--- src/hdl/uvl_pkg.sv ---
package uvl_pkg;

   localparam int SQRT_CELLS   = 31;
   localparam int CORDIC_CELLS = 28;
   localparam int STAGES       = SQRT_CELLS + CORDIC_CELLS + 4;
   localparam int SQRT_FIRST   = 2;
   localparam int PREP_STAGE   = SQRT_FIRST + SQRT_CELLS;
   localparam int CORDIC_FIRST = PREP_STAGE + 1;
   localparam int LAST_STAGE   = STAGES - 1;

   localparam int COORD_W = 32;
   localparam int SQRT_W  = 62;
   localparam int VEC_W   = 44;
   localparam int ANG_W   = 34;
   localparam int DEG_W   = 25;
   localparam int LAT_W   = 24;
   localparam int THR_W   = 23;
   localparam int LVL_W   = 5;

   localparam logic [THR_W-1:0] THR_RESET = 23'd5898234;
   localparam logic [LAT_W-1:0] LAT_LIMIT = 24'd5898240;
   localparam logic [LAT_W-1:0] LON_LIMIT = 24'd11796480;

   localparam logic signed [ANG_W-1:0] ATAN_TURNS [CORDIC_CELLS] = '{
      34'sd536870912, 34'sd316933406, 34'sd167458907, 34'sd85004756,
      34'sd42667331, 34'sd21354465, 34'sd10679838, 34'sd5340245,
      34'sd2670163, 34'sd1335087, 34'sd667544, 34'sd333772,
      34'sd166886, 34'sd83443, 34'sd41722, 34'sd20861,
      34'sd10430, 34'sd5215, 34'sd2608, 34'sd1304,
      34'sd652, 34'sd326, 34'sd163, 34'sd81,
      34'sd41, 34'sd20, 34'sd10, 34'sd5
   };

   typedef struct packed {
      logic [SQRT_W-1:0]         rem;
      logic [SQRT_W-1:0]         root;
      logic signed [COORD_W-1:0] x;
      logic signed [COORD_W-1:0] y;
      logic signed [COORD_W-1:0] z;
   } sqrt_word_type;

   typedef struct packed {
      logic signed [VEC_W-1:0] px;
      logic signed [VEC_W-1:0] py;
      logic signed [ANG_W-1:0] ang;
      logic                    zero;
   } vec_word_type;

   typedef struct packed {
      logic signed [LAT_W-1:0] latitude;
      logic signed [DEG_W-1:0] longitude;
      logic                    at_pole;
   } out_word_type;

endpackage

--- src/hdl/uvl_deg_conv.sv ---
module uvl_deg_conv (
   input  logic signed [uvl_pkg::ANG_W-1:0] ang,
   input  logic                             zero,
   input  logic [uvl_pkg::LAT_W-1:0]        limit,
   output logic signed [uvl_pkg::DEG_W-1:0] deg
);

   localparam int PROD_W = uvl_pkg::ANG_W + 10;
   localparam int FULL_W = PROD_W - 16;

   logic signed [PROD_W-1:0] a;
   logic signed [PROD_W-1:0] prod;
   logic signed [FULL_W-1:0] full;
   logic signed [FULL_W-1:0] lim;

   always_comb begin
      a    = zero ? '0 : PROD_W'(ang);
      prod = (a <<< 8) + (a <<< 6) + (a <<< 5) + (a <<< 3) + PROD_W'(32768);
      full = FULL_W'(prod >>> 16);
      lim  = FULL_W'({1'b0, limit});
      if (full > lim) begin
         deg = uvl_pkg::DEG_W'(lim);
      end else if (full < -lim) begin
         deg = uvl_pkg::DEG_W'(-lim);
      end else begin
         deg = uvl_pkg::DEG_W'(full);
      end
   end

endmodule

--- config.mk ---
export PLATFORM = sky130hd
export DESIGN_NAME = uvl_deg_conv
export DESIGN_NICKNAME = d
export VERILOG_FILES = /design/src/hdl/uvl_pkg.sv /design/src/hdl/uvl_deg_conv.sv
export SDC_FILE = /design/constraint.sdc
export NUM_CORES = 1
export LEC_CHECK = 0
export ABC_AREA = 0
export BUFFER_PORTS_ARGS = -buffer_cell sky130_fd_sc_hd__buf_4
export CAP_MARGIN = 20
export CORE_MARGIN = 1.5
export CORE_UTILIZATION = 44
export DETAILED_ROUTE_END_ITERATION = 12
export PLACE_DENSITY_LB_ADDON = 0.12
export SLEW_MARGIN = 20
export SYNTH_ARGS = -nofsm -noshare
export SYNTH_HDL_FRONTEND = slang
export SYNTH_SLANG_ARGS = --single-unit
export TNS_END_PERCENT = 20
--- constraint.sdc ---
create_clock -name vclk -period 10.3
set_clock_uncertainty 0.2 [all_clocks]
set_input_delay 1.545 -clock vclk [all_inputs]
set_output_delay 1.545 -clock vclk [all_outputs]
set_load 0.005 [all_outputs]
==> results.py <==
metrics = {
    "grt": {
        "grt_usage_pct": 21.2,
        "grt_pass1_vias": 6020,
        "antenna_found_initial": 0,
        "grt_pass1_wl_um": 26600,
        "grt_max_degree": 49,
        "overflow": 0,
    },
    "drt": {
        "vias": 5850,
        "wl_per_cell_um": 14.6,
        "routed_wl_um": 15500,
        "drc": 0,
        "final_antenna_net_count": 0,
        "first_iter_violations": 211,
        "avgViaCountPerCell": 5.54,
        "dr.pass1.iters": 4,
    },
    "cells_and_area": {
        "n_sequential_cell": 0,
        "num_antenna_cells": 0,
        "drive_above_1_share_pct": 14.2,
        "nets": 1120,
        "regArea_sq_um": 0,
        "area_growth_pct": 15.4,
        "fin_util_pct": 51.7,
        "n_clock_buffer": 0,
        "fin_cells": 1056,
        "finalInstanceArea_sq_um": 7150,
    },
    "critical_path": {
        "end_kind": "primary output",
        "cp_slowest_cell": "fa_1",
        "worstPathRequired_ps": 8560,
        "critPathMaxFanout": 48,
        "start_kind": "primary input",
        "critPathArrivalTime_ps": 8270,
        "worst-setup-path-type": "primary input to primary output",
        "cpPeakStageDelay_ps": 560,
        "cpMostUsedCell": "ha_1",
    },
    "logic_synthesis": {
        "synthesis.area_sq_um": 6190,
        "yosysTopAreaCellShare_pct": 26.5,
        "synth_nets": 1043,
        "synth_area_leaders": "ha_1 (26%), fa_1 (17%), inv_1 (6.8%)",
        "ys_warn_count": 0,
        "avgSynthCellArea_sq_um": 7.73,
        "synth_top_area_cell": "ha_1",
        "synth_common_cells": "ha_1 (131), inv_1 (112), a21oi_1 (67)",
        "syn_inst": 801,
        "ys_seq_area_share_pct": 0,
        "yosysMostFrequentCell": "ha_1",
        "ys_types": 61,
    },
    "power_and_ir_drop": {
        "powerDensity_nw_per_um2": 138,
        "ir_worst_vdd_mv": 0.0662,
        "p_leak_nw": 3.73,
    },
    "floorplan": {
        "die_w_um": 122,
        "die-area_sq_um": 14800,
        "coreArea_sq_um": 13800,
        "die_h_um": 122,
        "start_util_pct": 44.8,
        "io_pins": 84,
        "rows": 43,
    },
    "worst_hold_path": {
        "whs_path_depth": 4,
        "hold_start": "limit[0]",
        "whs_endpoint": "deg[0]",
        "hold_path.class": "primary input to primary output",
    },
    "placement": {
        "dp_cells": 1051,
        "place_area_sq_um": 7060,
        "post-place-ws_ps": 143,
        "place_hpwl_um": 13700,
        "gp_congestion": 0.889,
        "io_buffer_count": 84,
    },
    "timing": {
        "min_period_over_period_pct": 97.3,
        "final_max_slew_viol_count": 0,
        "setup_viol": 0,
        "maxSlewHeadroom_pct": 60.6,
        "finalHoldViolations": 0,
        "min_period_ps": 10020,
        "tightest_slew_ps": 586,
        "timing.fmax_mhz": 99.8,
        "layout_setup_ws_ps": 283,
    },
    "run": {
        "max_cap_viol_count": 0,
    },
    "run_status": {
        "status": "completed",
    },
}
## kinds of logic after synthesis
group | synth area share [%]
adders and majority gates | 43.3
buffers and inverters | 8.34
muxes | 0.869
xor gates and xnor gates | 7.92
and+or+nand+nor | 18.0
AOI/OAI and AO/OA | 21.6
## final cells by class
class / count / area [sq um]
fillers: 1385 / 6680
multi-input cells: 667 / 5750
well taps: 180 / 225
inverters: 112 / 420
repair buffers: 97 / 753
## through the flow
step / setup TNS [ps] / hold WS [ps] / total power [mW]
after floorplan: 0 / 3000 / 0.665
after global placement: 0 / 3200 / 0.940
after detailed placement: 0 / 3210 / 0.960
after CTS: 0 / 3210 / 0.970
after global routing: -54.9 / 3230 / 1.11
final: 0 / 3210 / 0.983
## critical path, delay by kind of cell
family	cells	cell delay, ps
buffers and inverters	5	660
xor gates and xnor gates	1	240
and+or+nand+nor	5	770
AOI/OAI and AO/OA	12	2670
adders and majority gates	5	2020
muxes	1	320
## power breakdown
group | internal [mW] | switching, mW
registers | 0 | 0
clock network | 0 | 0
logic | 0.442 | 0.542
## cells in the final DEF (no fill, tap or decap), types with 5 or more instances in the layout
cell type / instances
o21bai_1: 10
a31oi_1: 5
o22ai_1: 6
nor3_1: 21
o211ai_1: 5
and2_1: 14
fa_1: 52
o21a_1: 7
a211oi_1: 16
ha_1: 128
nand2b_1: 23
xor2_1: 15
a21oi_1: 66
o21ai_1: 8
buf_4: 95
xnor2_1: 38
o31a_1: 9
nand4_1: 10
nor2b_1: 17
a21o_1: 17
nand2b_2: 5
and3_1: 6
inv_1: 112
nand2_1: 42
o21ai_0: 31
nor2_1: 53
nand3_1: 10
## worst max path at each step
stage | start | endpoint | slack, ps | depth (start not counted)
after CTS | zero | deg[3] | 130 | 29
after global routing | zero | deg[3] | -30 | 29
final | zero | deg[3] | 280 | 29
after floorplan | zero | deg[0] | 770 | 29
after detailed placement | zero | deg[17] | 140 | 28
after global placement | zero | deg[17] | 210 | 28
## metal layers
layer	GRT usage, %	part of all wire [%]	vias to the layer above
met1	26.1	43	2802
met3	0.234	2.3	16
met4	3.24	0.79	0
met5	0	0	-
met2	41.9	54	101
li1	-	-	2931
## repair_timing
item | CTS | global route
setup buffers | 0 | 5
hold buffers | 0 | 0
resized for setup | 0 | 15
endpoints found under the setup margin | 0 | 25
Note: power is estimated with default switching activity, not from simulation.
