[src/hdl/uvl_pkg.sv]
package uvl_pkg;

   localparam int SQRT_CELLS   = 31;
   localparam int CORDIC_CELLS = 28;
   localparam int STAGES       = SQRT_CELLS + CORDIC_CELLS + 4;
   localparam int SQRT_FIRST   = 2;
   localparam int PREP_STAGE   = SQRT_FIRST + SQRT_CELLS;
   localparam int CORDIC_FIRST = PREP_STAGE + 1;
   localparam int LAST_STAGE   = STAGES - 1;

   localparam int COORD_W = 32;
   localparam int SQRT_W  = 62;
   localparam int VEC_W   = 44;
   localparam int ANG_W   = 34;
   localparam int DEG_W   = 25;
   localparam int LAT_W   = 24;
   localparam int THR_W   = 23;
   localparam int LVL_W   = 5;

   localparam logic [THR_W-1:0] THR_RESET = 23'd5898234;
   localparam logic [LAT_W-1:0] LAT_LIMIT = 24'd5898240;
   localparam logic [LAT_W-1:0] LON_LIMIT = 24'd11796480;

   localparam logic signed [ANG_W-1:0] ATAN_TURNS [CORDIC_CELLS] = '{
      34'sd536870912, 34'sd316933406, 34'sd167458907, 34'sd85004756,
      34'sd42667331, 34'sd21354465, 34'sd10679838, 34'sd5340245,
      34'sd2670163, 34'sd1335087, 34'sd667544, 34'sd333772,
      34'sd166886, 34'sd83443, 34'sd41722, 34'sd20861,
      34'sd10430, 34'sd5215, 34'sd2608, 34'sd1304,
      34'sd652, 34'sd326, 34'sd163, 34'sd81,
      34'sd41, 34'sd20, 34'sd10, 34'sd5
   };

   typedef struct packed {
      logic [SQRT_W-1:0]         rem;
      logic [SQRT_W-1:0]         root;
      logic signed [COORD_W-1:0] x;
      logic signed [COORD_W-1:0] y;
      logic signed [COORD_W-1:0] z;
   } sqrt_word_type;

   typedef struct packed {
      logic signed [VEC_W-1:0] px;
      logic signed [VEC_W-1:0] py;
      logic signed [ANG_W-1:0] ang;
      logic                    zero;
   } vec_word_type;

   typedef struct packed {
      logic signed [LAT_W-1:0] latitude;
      logic signed [DEG_W-1:0] longitude;
      logic                    at_pole;
   } out_word_type;

endpackage

[src/hdl/uvl_sqrt_cell.sv]
module uvl_sqrt_cell (
   input  logic                      clock,
   input  logic                      enable,
   input  logic [uvl_pkg::LVL_W-1:0] level,
   input  uvl_pkg::sqrt_word_type    d_in,
   output uvl_pkg::sqrt_word_type    d_out
);

   uvl_pkg::sqrt_word_type word_ff, word_in;
   logic [uvl_pkg::SQRT_W-1:0] bitv;
   logic [uvl_pkg::SQRT_W-1:0] trial;

   always_comb begin
      bitv    = uvl_pkg::SQRT_W'(1) << {level, 1'b0};
      trial   = d_in.root + bitv;
      word_in = d_in;
      if (d_in.rem >= trial) begin
         word_in.rem  = d_in.rem - trial;
         word_in.root = (d_in.root >> 1) + bitv;
      end else begin
         word_in.root = d_in.root >> 1;
      end
   end

   always_ff @(posedge clock) begin
      if (enable) begin
         word_ff <= word_in;
      end
   end

   assign d_out = word_ff;

endmodule

[config.mk]
export PLATFORM = sky130hd
export DESIGN_NAME = uvl_sqrt_cell
export DESIGN_NICKNAME = d
export VERILOG_FILES = /design/src/hdl/uvl_pkg.sv /design/src/hdl/uvl_sqrt_cell.sv
export SDC_FILE = /design/constraint.sdc
export NUM_CORES = 1
export LEC_CHECK = 0
export BUFFER_PORTS_ARGS = -buffer_cell sky130_fd_sc_hd__buf_2
export CORE_UTILIZATION = 25
export CTS_BUF_LIST = sky130_fd_sc_hd__clkbuf_8
export CTS_CLUSTER_SIZE = 12
export DETAILED_ROUTE_END_ITERATION = 6
export SKIP_CTS_REPAIR_TIMING = 1
export SLEW_MARGIN = 20
export SYNTH_ARGS = -nofsm -noshare
export SYNTH_HDL_FRONTEND = slang
export SYNTH_SLANG_ARGS = --single-unit
export TNS_END_PERCENT = 20
[constraint.sdc]
create_clock -name clock -period 12.1 [get_ports clock]
set_input_delay 1.21 -clock clock [delete_from_list [all_inputs] [get_ports clock]]
set_output_delay 1.21 -clock clock [all_outputs]
set_load 0.1 [all_outputs]
==> results.cfg <==
[yosys]
netlist_instances = 1839
synth-main-ff-cell = edfxtp_1
synth_cell_type_count = 90
synth_edf_count = 220
syn_area_sq_mm = 0.0169
yosys_warnings = 0
synth-seq-area-share_pct = 39.1
ys_seq_elements = 220
synth_nets = 2173
syn-mean-instance-area_sq_um = 9.19
async_flop_share_pct = 0

[power_and_ir_drop]
seqPwrFrac_pct = 33.8
ir_drop_mv = 0.0592
power_density_mw_per_mm2 = 138
switchingPower_mw = 1.31
p_int_mw = 1.54
power_mw = 2.85
p_comb_share_pct = 41.5
cellLeakagePower_nw = 8.43
switching_share_pct = 45.9
clkPwrFrac_pct = 24.7

[cts]
numCtsBuffers = 41
cts_tree = yes
cts_root_buffer = clkbuf_8
cts_num_sinks = 220
path_clk_slew_ns = 0.07
htreeDepth = 2
clk_path_buf_depth = 3

[setup_path]
required_ns = 12.47
worstSetupStartpointType = input pin
cpMaxStageDelayCell = buf_4
path_max_fanout = 88
critPathKind = in -> reg
cpMostUsedCell = ha_1
endpoint_kind = register
critPathArrivalTime_ns = 8.29
slowest_delay_ns = 0.66

[timing]
setup_tns_ns = 0
fin_hold_ws_ns = 0.778
slew_viol_final = 0
fmax_mhz = 126
slew_headroom_pct = 37.7
rsz0062_at_grt = no
setup_viol = 0
worst_pin_slew_ns = 0.935
report.final.hold_viol_count = 0
final.period_utilization_pct = 65.5
period_needed_ns = 7.93

[final_layout]
drive_above_1_share_pct = 23.6
fin_nets = 2580
fin_cells = 3152
largest_reg_flops = 220
fin_area_sq_mm = 0.0207
nFillCells = 7052
area_delta_synth_final_pct = 22.5

[placed_design]
placed_cell_area_sq_mm = 0.0199
place_hpwl_mm = 51.7
gp_congestion = 0.948
portBuffers = 446
place_inst = 3067

[global_routing]
grt_pass1_wl_mm = 91.7
grt_max_degree = 89
grt_overflow = 0
grt_use_total_pct = 17.7
antenna_found_initial = 31
grt_pass1_vias = 15240

[die]
initial_core_util_pct = 25.5
rows = 94
fp.coreArea_sq_mm = 0.0663
dieArea_sq_mm = 0.0687
die_h_um = 262
io_pins = 447
die_w_um = 262

[route]
drt_iter0_drc = 1141
ant_nets = 0
dr.pass1.iters = 5
num_vias = 15840
post_drt_wl_per_cell_um = 20.2
drc = 0
vias_per_cell = 5.03
wirelength_mm = 63.8

[worst_hold_path]
min_path_type = in -> reg
worstHoldPathCells = 1

[flow_run]
max-cap-violations = 0

[run_status]
status = completed
==> power by group through the flow <==
| stage | Clock (mW) | Combinational [mW] | Sequential, mW |
|---|---|---|---|
| after CTS | 0.741 | 1.19 | 0.967 |
| after floorplan | 0 | 0.336 | 1.56 |
| after global placement | 0 | 1.18 | 0.982 |
| final | 0.706 | 1.18 | 0.964 |
| after global routing | 0.767 | 1.25 | 0.974 |
| after detailed placement | 0 | 1.18 | 0.982 |
==> cell usage in the layout, fill, tap and decap left out, types with 46 or more instances in the layout <==
master / instances
edfxtp_1: 220
inv_1: 55
buf_2: 445
a21oi_1: 135
xor2_1: 91
a21o_1: 46
xnor2_1: 96
nand2_1: 202
ha_1: 106
nor2_1: 151
o21ai_0: 159
==> routing by layer <==
layer | routed length (um) | track usage, %
met2 | 29900 | 29.5
met5 | 222 | 0
met3 | 5280 | 5.86
met4 | 2350 | 7.23
met1 | 26100 | 20.7
==> final timing paths <==
check                 startpoint         to
worst min-delay path    d_in[81]  d_out[81]
worst max-delay path    level[1]  d_out[96]
==> synth_stat cells, drive strengths merged, types with 6 or more instances <==
library cell,count,area [sq um]
o21bai,30,225
and4,9,78.8
o31ai,15,113
a41oi,7,61.3
nor4,6,37.5
a211oi,16,125
or3,11,68.8
nand2b,24,150
nor2b,15,93.8
nand2,202,758
o21ai,162,815
o21a,7,52.6
nand3,29,145
or2,8,50.1
nand4,41,257
clkbuf,61,230
a21boi,11,82.6
o211ai,14,110
inv,43,161
nor3,32,171
edfxtp,220,6610
o41ai,8,77.6
ha,106,1330
a21o,46,345
mux2,7,78.8
and2,24,150
o22ai,8,50.1
buf,27,143
xnor2,96,841
and3,26,163
a31oi,37,231
a21oi,135,676
a211o,6,52.6
nand3b,6,45.0
o31a,7,61.3
nor2,151,567
xor2,91,797
a221oi,9,85.1
a31o,8,70.1
==> stage by stage <==
stage / utilization [%] / setup slack (ns)
floorplan: - / 4.98
global placement: 30.0 / 3.54
detailed placement: 30.0 / 3.42
CTS: 31.2 / 4.09
global route: 31.2 / 3.76
finish: 31.2 / 4.17
==> final cells by class <==
type                    instances  area (sq um)  share of cell area, %
well taps                     864          1080                   5.22
flip-flops and latches        220          6610                   31.9
multi-input cells            1487          9780                   47.2
clock buffers                  42           578                   2.79
diodes                         13          32.5                  0.157
clock inverters                30           184                  0.888
inverters                      44           165                  0.797
repair buffers                452          2290                   11.0
==> cell families after synthesis <==
family                   count (synthesis)  share of synthesized area [%]
AND/OR/NAND/NOR                        602                           17.1
multiplexers                            10                          0.644
buffers and inverters                  132                           3.18
XOR/XNOR                               187                           9.69
adder cells (fa/ha/maj)                111                           8.20
AO/OA/AOI/OAI                          577                           22.1
flip-flops                             220                           39.1
==> worst max-delay path: cells and delay by family <==
| family | cells | cell delay (ns) |
|---|---|---|
| AND/OR/NAND/NOR | 4 | 0.91 |
| XOR/XNOR | 1 | 0.29 |
| buffers and inverters | 3 | 1.29 |
| AO/OA/AOI/OAI | 13 | 3.21 |
| multiplexers | 1 | 0.42 |
| adder cells (fa/ha/maj) | 3 | 0.85 |
No activity file was read; power rests on OpenSTA's default activity.
