===== config.mk =====
export PLATFORM = sky130hd
export DESIGN_NAME = uvl_cordic_cell
export DESIGN_NICKNAME = d
export VERILOG_FILES = /design/src/hdl/uvl_pkg.sv /design/src/hdl/uvl_cordic_cell.sv
export SDC_FILE = /design/constraint.sdc
export NUM_CORES = 1
export LEC_CHECK = 0
export BUFFER_PORTS_ARGS = -buffer_cell sky130_fd_sc_hd__buf_4
export CORE_ASPECT_RATIO = 0.8
export CORE_MARGIN = 8
export CORE_UTILIZATION = 40
export CTS_CLUSTER_DIAMETER = 60
export DETAILED_ROUTE_END_ITERATION = 12
export GPL_TIMING_DRIVEN = 0
export PLACE_DENSITY = 0.64
export SYNTH_ARGS = -nofsm -noshare
export SYNTH_HDL_FRONTEND = slang
export SYNTH_SLANG_ARGS = --single-unit

===== constraint.sdc =====
create_clock -name clock -period 6.8 [get_ports clock]
set_input_delay 0.68 -clock clock [delete_from_list [all_inputs] [get_ports clock]]
set_output_delay 0.68 -clock clock [all_outputs]
set_load 0.1 [all_outputs]

===== src/hdl/uvl_pkg.sv =====
package uvl_pkg;

   localparam int SQRT_CELLS   = 31;
   localparam int CORDIC_CELLS = 28;
   localparam int STAGES       = SQRT_CELLS + CORDIC_CELLS + 4;
   localparam int SQRT_FIRST   = 2;
   localparam int PREP_STAGE   = SQRT_FIRST + SQRT_CELLS;
   localparam int CORDIC_FIRST = PREP_STAGE + 1;
   localparam int LAST_STAGE   = STAGES - 1;

   localparam int COORD_W = 32;
   localparam int SQRT_W  = 62;
   localparam int VEC_W   = 44;
   localparam int ANG_W   = 34;
   localparam int DEG_W   = 25;
   localparam int LAT_W   = 24;
   localparam int THR_W   = 23;
   localparam int LVL_W   = 5;

   localparam logic [THR_W-1:0] THR_RESET = 23'd5898234;
   localparam logic [LAT_W-1:0] LAT_LIMIT = 24'd5898240;
   localparam logic [LAT_W-1:0] LON_LIMIT = 24'd11796480;

   localparam logic signed [ANG_W-1:0] ATAN_TURNS [CORDIC_CELLS] = '{
      34'sd536870912, 34'sd316933406, 34'sd167458907, 34'sd85004756,
      34'sd42667331, 34'sd21354465, 34'sd10679838, 34'sd5340245,
      34'sd2670163, 34'sd1335087, 34'sd667544, 34'sd333772,
      34'sd166886, 34'sd83443, 34'sd41722, 34'sd20861,
      34'sd10430, 34'sd5215, 34'sd2608, 34'sd1304,
      34'sd652, 34'sd326, 34'sd163, 34'sd81,
      34'sd41, 34'sd20, 34'sd10, 34'sd5
   };

   typedef struct packed {
      logic [SQRT_W-1:0]         rem;
      logic [SQRT_W-1:0]         root;
      logic signed [COORD_W-1:0] x;
      logic signed [COORD_W-1:0] y;
      logic signed [COORD_W-1:0] z;
   } sqrt_word_type;

   typedef struct packed {
      logic signed [VEC_W-1:0] px;
      logic signed [VEC_W-1:0] py;
      logic signed [ANG_W-1:0] ang;
      logic                    zero;
   } vec_word_type;

   typedef struct packed {
      logic signed [LAT_W-1:0] latitude;
      logic signed [DEG_W-1:0] longitude;
      logic                    at_pole;
   } out_word_type;

endpackage


===== src/hdl/uvl_cordic_cell.sv =====
module uvl_cordic_cell (
   input  logic                      clock,
   input  logic                      enable,
   input  logic [uvl_pkg::LVL_W-1:0] level,
   input  uvl_pkg::vec_word_type     d_in,
   output uvl_pkg::vec_word_type     d_out
);

   uvl_pkg::vec_word_type word_ff, word_in;
   logic signed [uvl_pkg::VEC_W-1:0] dx;
   logic signed [uvl_pkg::VEC_W-1:0] dy;

   always_comb begin
      dx      = d_in.py >>> level;
      dy      = d_in.px >>> level;
      word_in = d_in;
      if (d_in.py >= 0) begin
         word_in.px  = d_in.px + dx;
         word_in.py  = d_in.py - dy;
         word_in.ang = d_in.ang + uvl_pkg::ATAN_TURNS[level];
      end else begin
         word_in.px  = d_in.px - dx;
         word_in.py  = d_in.py + dy;
         word_in.ang = d_in.ang - uvl_pkg::ATAN_TURNS[level];
      end
   end

   always_ff @(posedge clock) begin
      if (enable) begin
         word_ff <= word_in;
      end
   end

   assign d_out = word_ff;

endmodule


==> flow_summary.toml, run 1 <==
[synth]
yosys-top-cells-area = "edfxtp_1, mux4_2, ha_1"
synth_cell_types = 99
synth_top_area_share_pct = 18.4
synth_seq_cells = 123
syn_area_sq_um = 20100
synth_top_area_cell = "edfxtp_1"
async_reset_ff_share_pct = 0
synth_edf_count = 123
avgSynthCellArea_sq_um = 8.87
ys_seq_area_share_pct = 18.4
syn_inst = 2263
synth_nets = 2536
synthFlopType = "edfxtp_1"
synthTopCellsByCount = "nand2_1, a21oi_1, nor2_1"
yosysMostFrequentCell = "nand2_1"
ys_warn_count = 0

[floorplanning]
die_h_um = 216
core_area_sq_um = 49600
initial_core_util_pct = 40.5
ios = 253
die_w_um = 266
rows = 73
die-area_sq_um = 57700

[sta]
fmax_mhz = 146
fin_crit_sh_pct = 101
hold_viol = 0
min_period_ns = 6.86
setup_viol = 2
tightest_slew_ns = 1.40
tns_ns = -0.0699
slew-limit-headroom_pct = 6.61
slew_viol_final = 0
rsz0062_at_grt = "true"
fin_ws_ns = -0.0640

[status]
failed_checks = "negative setup slack"
outcome = "complete, but fails checks"

[clocking]
cts.sinks = 123
htree_levels = 4
cts_tree = "built"
path_clk_slew_ns = 0.06
cts_made_buffers = 17
clockBufferDepth = 2
cts_root_buf = "clkbuf_16"

[grt]
overflow = 0
grt_pass1_wl_um = 159000
grt.total_usage_pct = 38.4
antenna_found_initial = 8
grt_max_degree = 75
grt_pass1_vias = 21545

[hold_path]
holdCritPathClass = "input pin to flip-flop"

[run]
maxCapViolCount = 0

[setup_path]
cp_max_fo = 10
cp.required_ns = 7.03
crit_path_start = "level[4]"
cp.arrival_ns = 7.09
worst_setup_path_start_kind = "input pin"
criticalPathCategory = "input pin to flip-flop"
crit_path_end_kind = "flip-flop"
crit_path_end = "d_out[33]"

[layout]
layout-drive-gt1-share_pct = 26.4
final_cells = 3245
area_growth_pct = 22.1
final_area_sq_um = 24500
nNetsFinal = 2823
largest_reg_flops = 123

[drt]
vias_per_cell = 6.90
ant_nets = 0
avgRoutedWirePerCell_um = 35.4
dr.pass1.iters = 8
drt-initial-drc-count = 3018
finalWirelength_um = 115000
num_vias = 22405
drc = 0

[placement]
port_buffers = 250
placed_area_sq_um = 22800
dp.cells = 3190
gp_congestion = 1.12
dp_worst_setup_slack_ns = -4.11
dp_hpwl_um = 89400

[power_and_ir_drop]
power_density_nw_per_um2 = 275
p_leak_nw = 9.80
peakVddDrop_mv = 0.206
finalPower_w = 0.00675
## final cells by class
cell class,count,area (sq um)
antenna,8,20.0
buffer,123,941
fill,4724,25100
clock inverter,13,175
clock buffer,18,429
inverter,60,230
multi-input combinational,1954,16100
sequential,123,3690
timing repair buffer,271,2090
tap,675,845
## worst min path at each step
| stage | slack [ns] | startpoint | depth (start not counted) | end |
|---|---|---|---|---|
| floorplan | 0.78 | d_in[0] | 0 | d_out[0] |
| global placement | 0.86 | d_in[0] | 1 | d_out[0] |
| detailed placement | 0.86 | d_in[0] | 1 | d_out[0] |
| CTS | 0.34 | d_in[0] | 1 | d_out[0] |
| global route | 0.36 | d_in[0] | 1 | d_out[0] |
| finish | 0.37 | d_in[0] | 1 | d_out[0] |
## routing by layer
metal / global-route usage [%] / up-vias / routed length, um
li1: - / 9370 / -
met1: 50.4 / 11053 / 47300
met2: 54.4 / 1672 / 47000
met3: 14.4 / 308 / 14500
met4: 18.8 / 2 / 6080
met5: 2.87 / - / 83
## per-stage QoR
| step | hold WS, ns | utilization (%) |
|---|---|---|
| floorplan | 0.779 | - |
| global placement | 0.858 | 46.0 |
| detailed placement | 0.860 | 46.1 |
| CTS | 0.345 | 48.4 |
| global route | 0.356 | 49.4 |
| finish | 0.366 | 49.4 |
## power by group
part	switching, W	internal [W]	leakage (nW)
clock network	0.000388	0.000604	0.283
registers	0.0000590	0.00114	1.20
logic	0.00326	0.00130	8.32
## critical path: stages
cell and delay, ns:
buf_4 0.13, buf_2 0.34, buf_2 0.38, buf_2 0.37, clkbuf_4 0.44, clkbuf_2 0.46
clkbuf_2 0.37, buf_2 0.47, clkbuf_4 0.42, buf_2 0.42, nor2_1 0.13, xor2_1 0.18
ha_1 0.38, and4_1 0.25, and2_1 0.19, a21boi_0 0.14, a31oi_2 0.24, a31oi_2 0.21
a211o_1 0.33, a41o_1 0.24, a21oi_1 0.18, xnor2_1 0.10
## cells by family (layout without fill, tap and decap cells)
kind of cell / count (synthesis) / after routing / synth area share (%)
AOI/OAI and AO/OA: 688 / 688 / 23.3
xor gates and xnor gates: 189 / 189 / 8.32
adders and majority gates: 143 / 143 / 9.03
buffers and inverters: 186 / 485 / 4.16
DFF: 123 / 123 / 18.4
muxes: 254 / 254 / 19.6
other: 0 / 8 / 0
and+or+nand+nor: 680 / 680 / 17.2
## layout by cell type (no fill, tap or decap), drive strengths merged, types with 60 or more instances in the layout
| cell type | synthesis | final |
|---|---|---|
| nand2 | 202 | 202 |
| mux2i | 82 | 82 |
| a21o | 63 | 63 |
| nor2 | 141 | 141 |
| ha | 140 | 140 |
| o21ai | 143 | 143 |
| xnor2 | 118 | 118 |
| clkbuf | 67 | 80 |
| edfxtp | 123 | 123 |
| xor2 | 70 | 70 |
| mux2 | 69 | 69 |
| nand3 | 62 | 62 |
| buf | 59 | 330 |
| inv | 59 | 60 |
| mux4 | 103 | 103 |
| a21oi | 148 | 148 |
## what timing repair did
item	4_1_cts	5_1_grt
setup endpoints to repair	89	43
hold buffers	0	0
buffers inserted	10	9
gates resized for setup	155	111
pin swaps	10	11
Note: power is estimated with default switching activity, not from simulation.
==> run 2: changes to the inputs <==
Settings changed: CORE_MARGIN 8 to default.
==> flow_summary.toml, run 2 (synthesis results as in run 1) <==
[sta]
hold_viol = 0
fin_crit_sh_pct = 100
slew-limit-headroom_pct = -5.05
tns_ns = -0.0113
slew_viol_final = 6
setup_viol = 1
tightest_slew_ns = 1.56
fin_ws_ns = -0.0113
min_period_ns = 6.81
fmax_mhz = 147
worst_hold_slack_ns = 0.363

[power_and_ir_drop]
finalPower_w = 0.00667
peakVddDrop_mv = 0.232
power_density_nw_per_um2 = 273
seqPwrFrac_pct = 17.9
p_comb_share_pct = 68.5
p_int_w = 0.00293
p_sw_w = 0.00374
p_leak_nw = 9.84
switching_share_pct = 56.0
clockPowerShare_pct = 13.5

[hold_path]
holdCritPathClass = "input pin to flip-flop"

[placement]
dp_worst_setup_slack_ns = -4.55
port_buffers = 250
dp_hpwl_um = 89100
gp_congestion = 1.10

[drt]
vias_per_cell = 6.94
drt-initial-drc-count = 2905
drc = 0
finalWirelength_um = 115000
dr.pass1.iters = 8
num_vias = 22566
avgRoutedWirePerCell_um = 35.3
ant_nets = 0

[clocking]
cts_made_buffers = 17
cts_hold_buf = 0
htree_levels = 4
clockBufferDepth = 2
path_clk_slew_ns = 0.06
cts.sinks = 123
cts_root_buf = "clkbuf_16"
cts_tree = "built"

[setup_path]
cp.required_ns = 7.05
cpPeakStageDelay_ns = 0.52
critical-path-top-delay-family = "compound AO/OA/AOI/OAI gates"
crit_path_end_kind = "flip-flop"
criticalPathCategory = "input pin to flip-flop"
worst_setup_path_start_kind = "input pin"
cpMostUsedCell = "buf_6"
path_cells = "buf_6, buf_12, buf_6, buf_8, buf_6, buf_8, buf_6, o21ai_0, mux2i_4, o211a_1, nor4b_4, nand3_4, o21ai_0, xor2_1, ha_1, and3_2, a221o_2, a31o_2, o21bai_2, a2111oi_2, o41ai_2, xnor2_1"
worst-path-buf-inv = 7
cp_max_fo = 10
cpMaxStageDelayCell = "xor2_1"
cp.arrival_ns = 7.06

[layout]
largest_reg_flops = 123
nNetsFinal = 2835
layout-drive-gt1-share_pct = 26.7
final_cell_mix = "buf_4, nand2_1, a21oi_1, nor2_1, ha_1"
area_growth_pct = 21.9
final_common_cell = "buf_4"

[status]
outcome = "complete, but fails checks"
failed_checks = "max-capacitance violations, max-slew violations, negative setup slack"

[grt]
overflow = 0
grt.total_usage_pct = 43.9
grt_pass1_vias = 21016
grt_max_degree = 72
grt_pass1_wl_um = 157000
antenna_found_initial = 6

[floorplanning]
die-area_sq_um = 51100
ios = 253
initial_core_util_pct = 40.5
rows = 73
core_area_sq_um = 49600
die_h_um = 202
die_w_um = 252

[run]
maxCapViolCount = 1
-- run 2: what timing repair did --
action                                  4_1_cts  5_1_grt
endpoints found under the setup margin       92       43
buffers inserted                              9       21
cloned                                        0        0
pin swaps                                     6       16
gates resized for setup                     149      107
-- run 2: path summary, 6_finish.rpt --
check / startpoint / endpoint / slack (ns) / cells past startpoint
worst max-delay path: level[2] / d_out[73] / -0.01 / 22
worst min-delay path: d_in[0] / d_out[0] / 0.36 / 1
-- run 2: cell type report --
type	instances	area [sq um]
Antenna cell	2	5.00
Buffer	122	916
Clock buffer	17	425
Clock inverter	14	124
Fill cell	4729	25100
Inverter	60	230
Multi-Input combinational cell	1954	16000
Sequential cell	123	3690
Tap cell	675	845
Timing Repair Buffer	284	2180
-- run 2: through the flow --
step	utilization (%)	instance area [sq um]	std cells
after global placement	46.0	22800	3188
after global routing	49.3	24500	3249
after detailed placement	46.1	22900	3192
after floorplan	-	20100	2263
after CTS	48.2	23900	3229
final	49.3	24500	3251
-- run 2: power groups by stage --
stage          clock (W)  combinational, W  sequential [W]
6_report        0.000903           0.00457         0.00120
5_1_grt         0.000943           0.00474         0.00121
4_1_cts         0.000920           0.00440         0.00120
3_5_place_dp           0           0.00433         0.00121
3_3_place_gp           0           0.00428         0.00120
2_1_floorplan          0           0.00171         0.00269
-- run 2: routing by layer --
| metal | up-vias | share of wire, % | track usage, % | wire length (um) |
|---|---|---|---|---|
| li1 | 9395 | - | - | - |
| met4 | 6 | 5.7 | 22.7 | 6490 |
| met1 | 11070 | 40 | 58.5 | 46400 |
| met2 | 1761 | 40 | 60.9 | 46000 |
| met5 | - | 0.073 | 0 | 84 |
| met3 | 334 | 14 | 16.9 | 15700 |
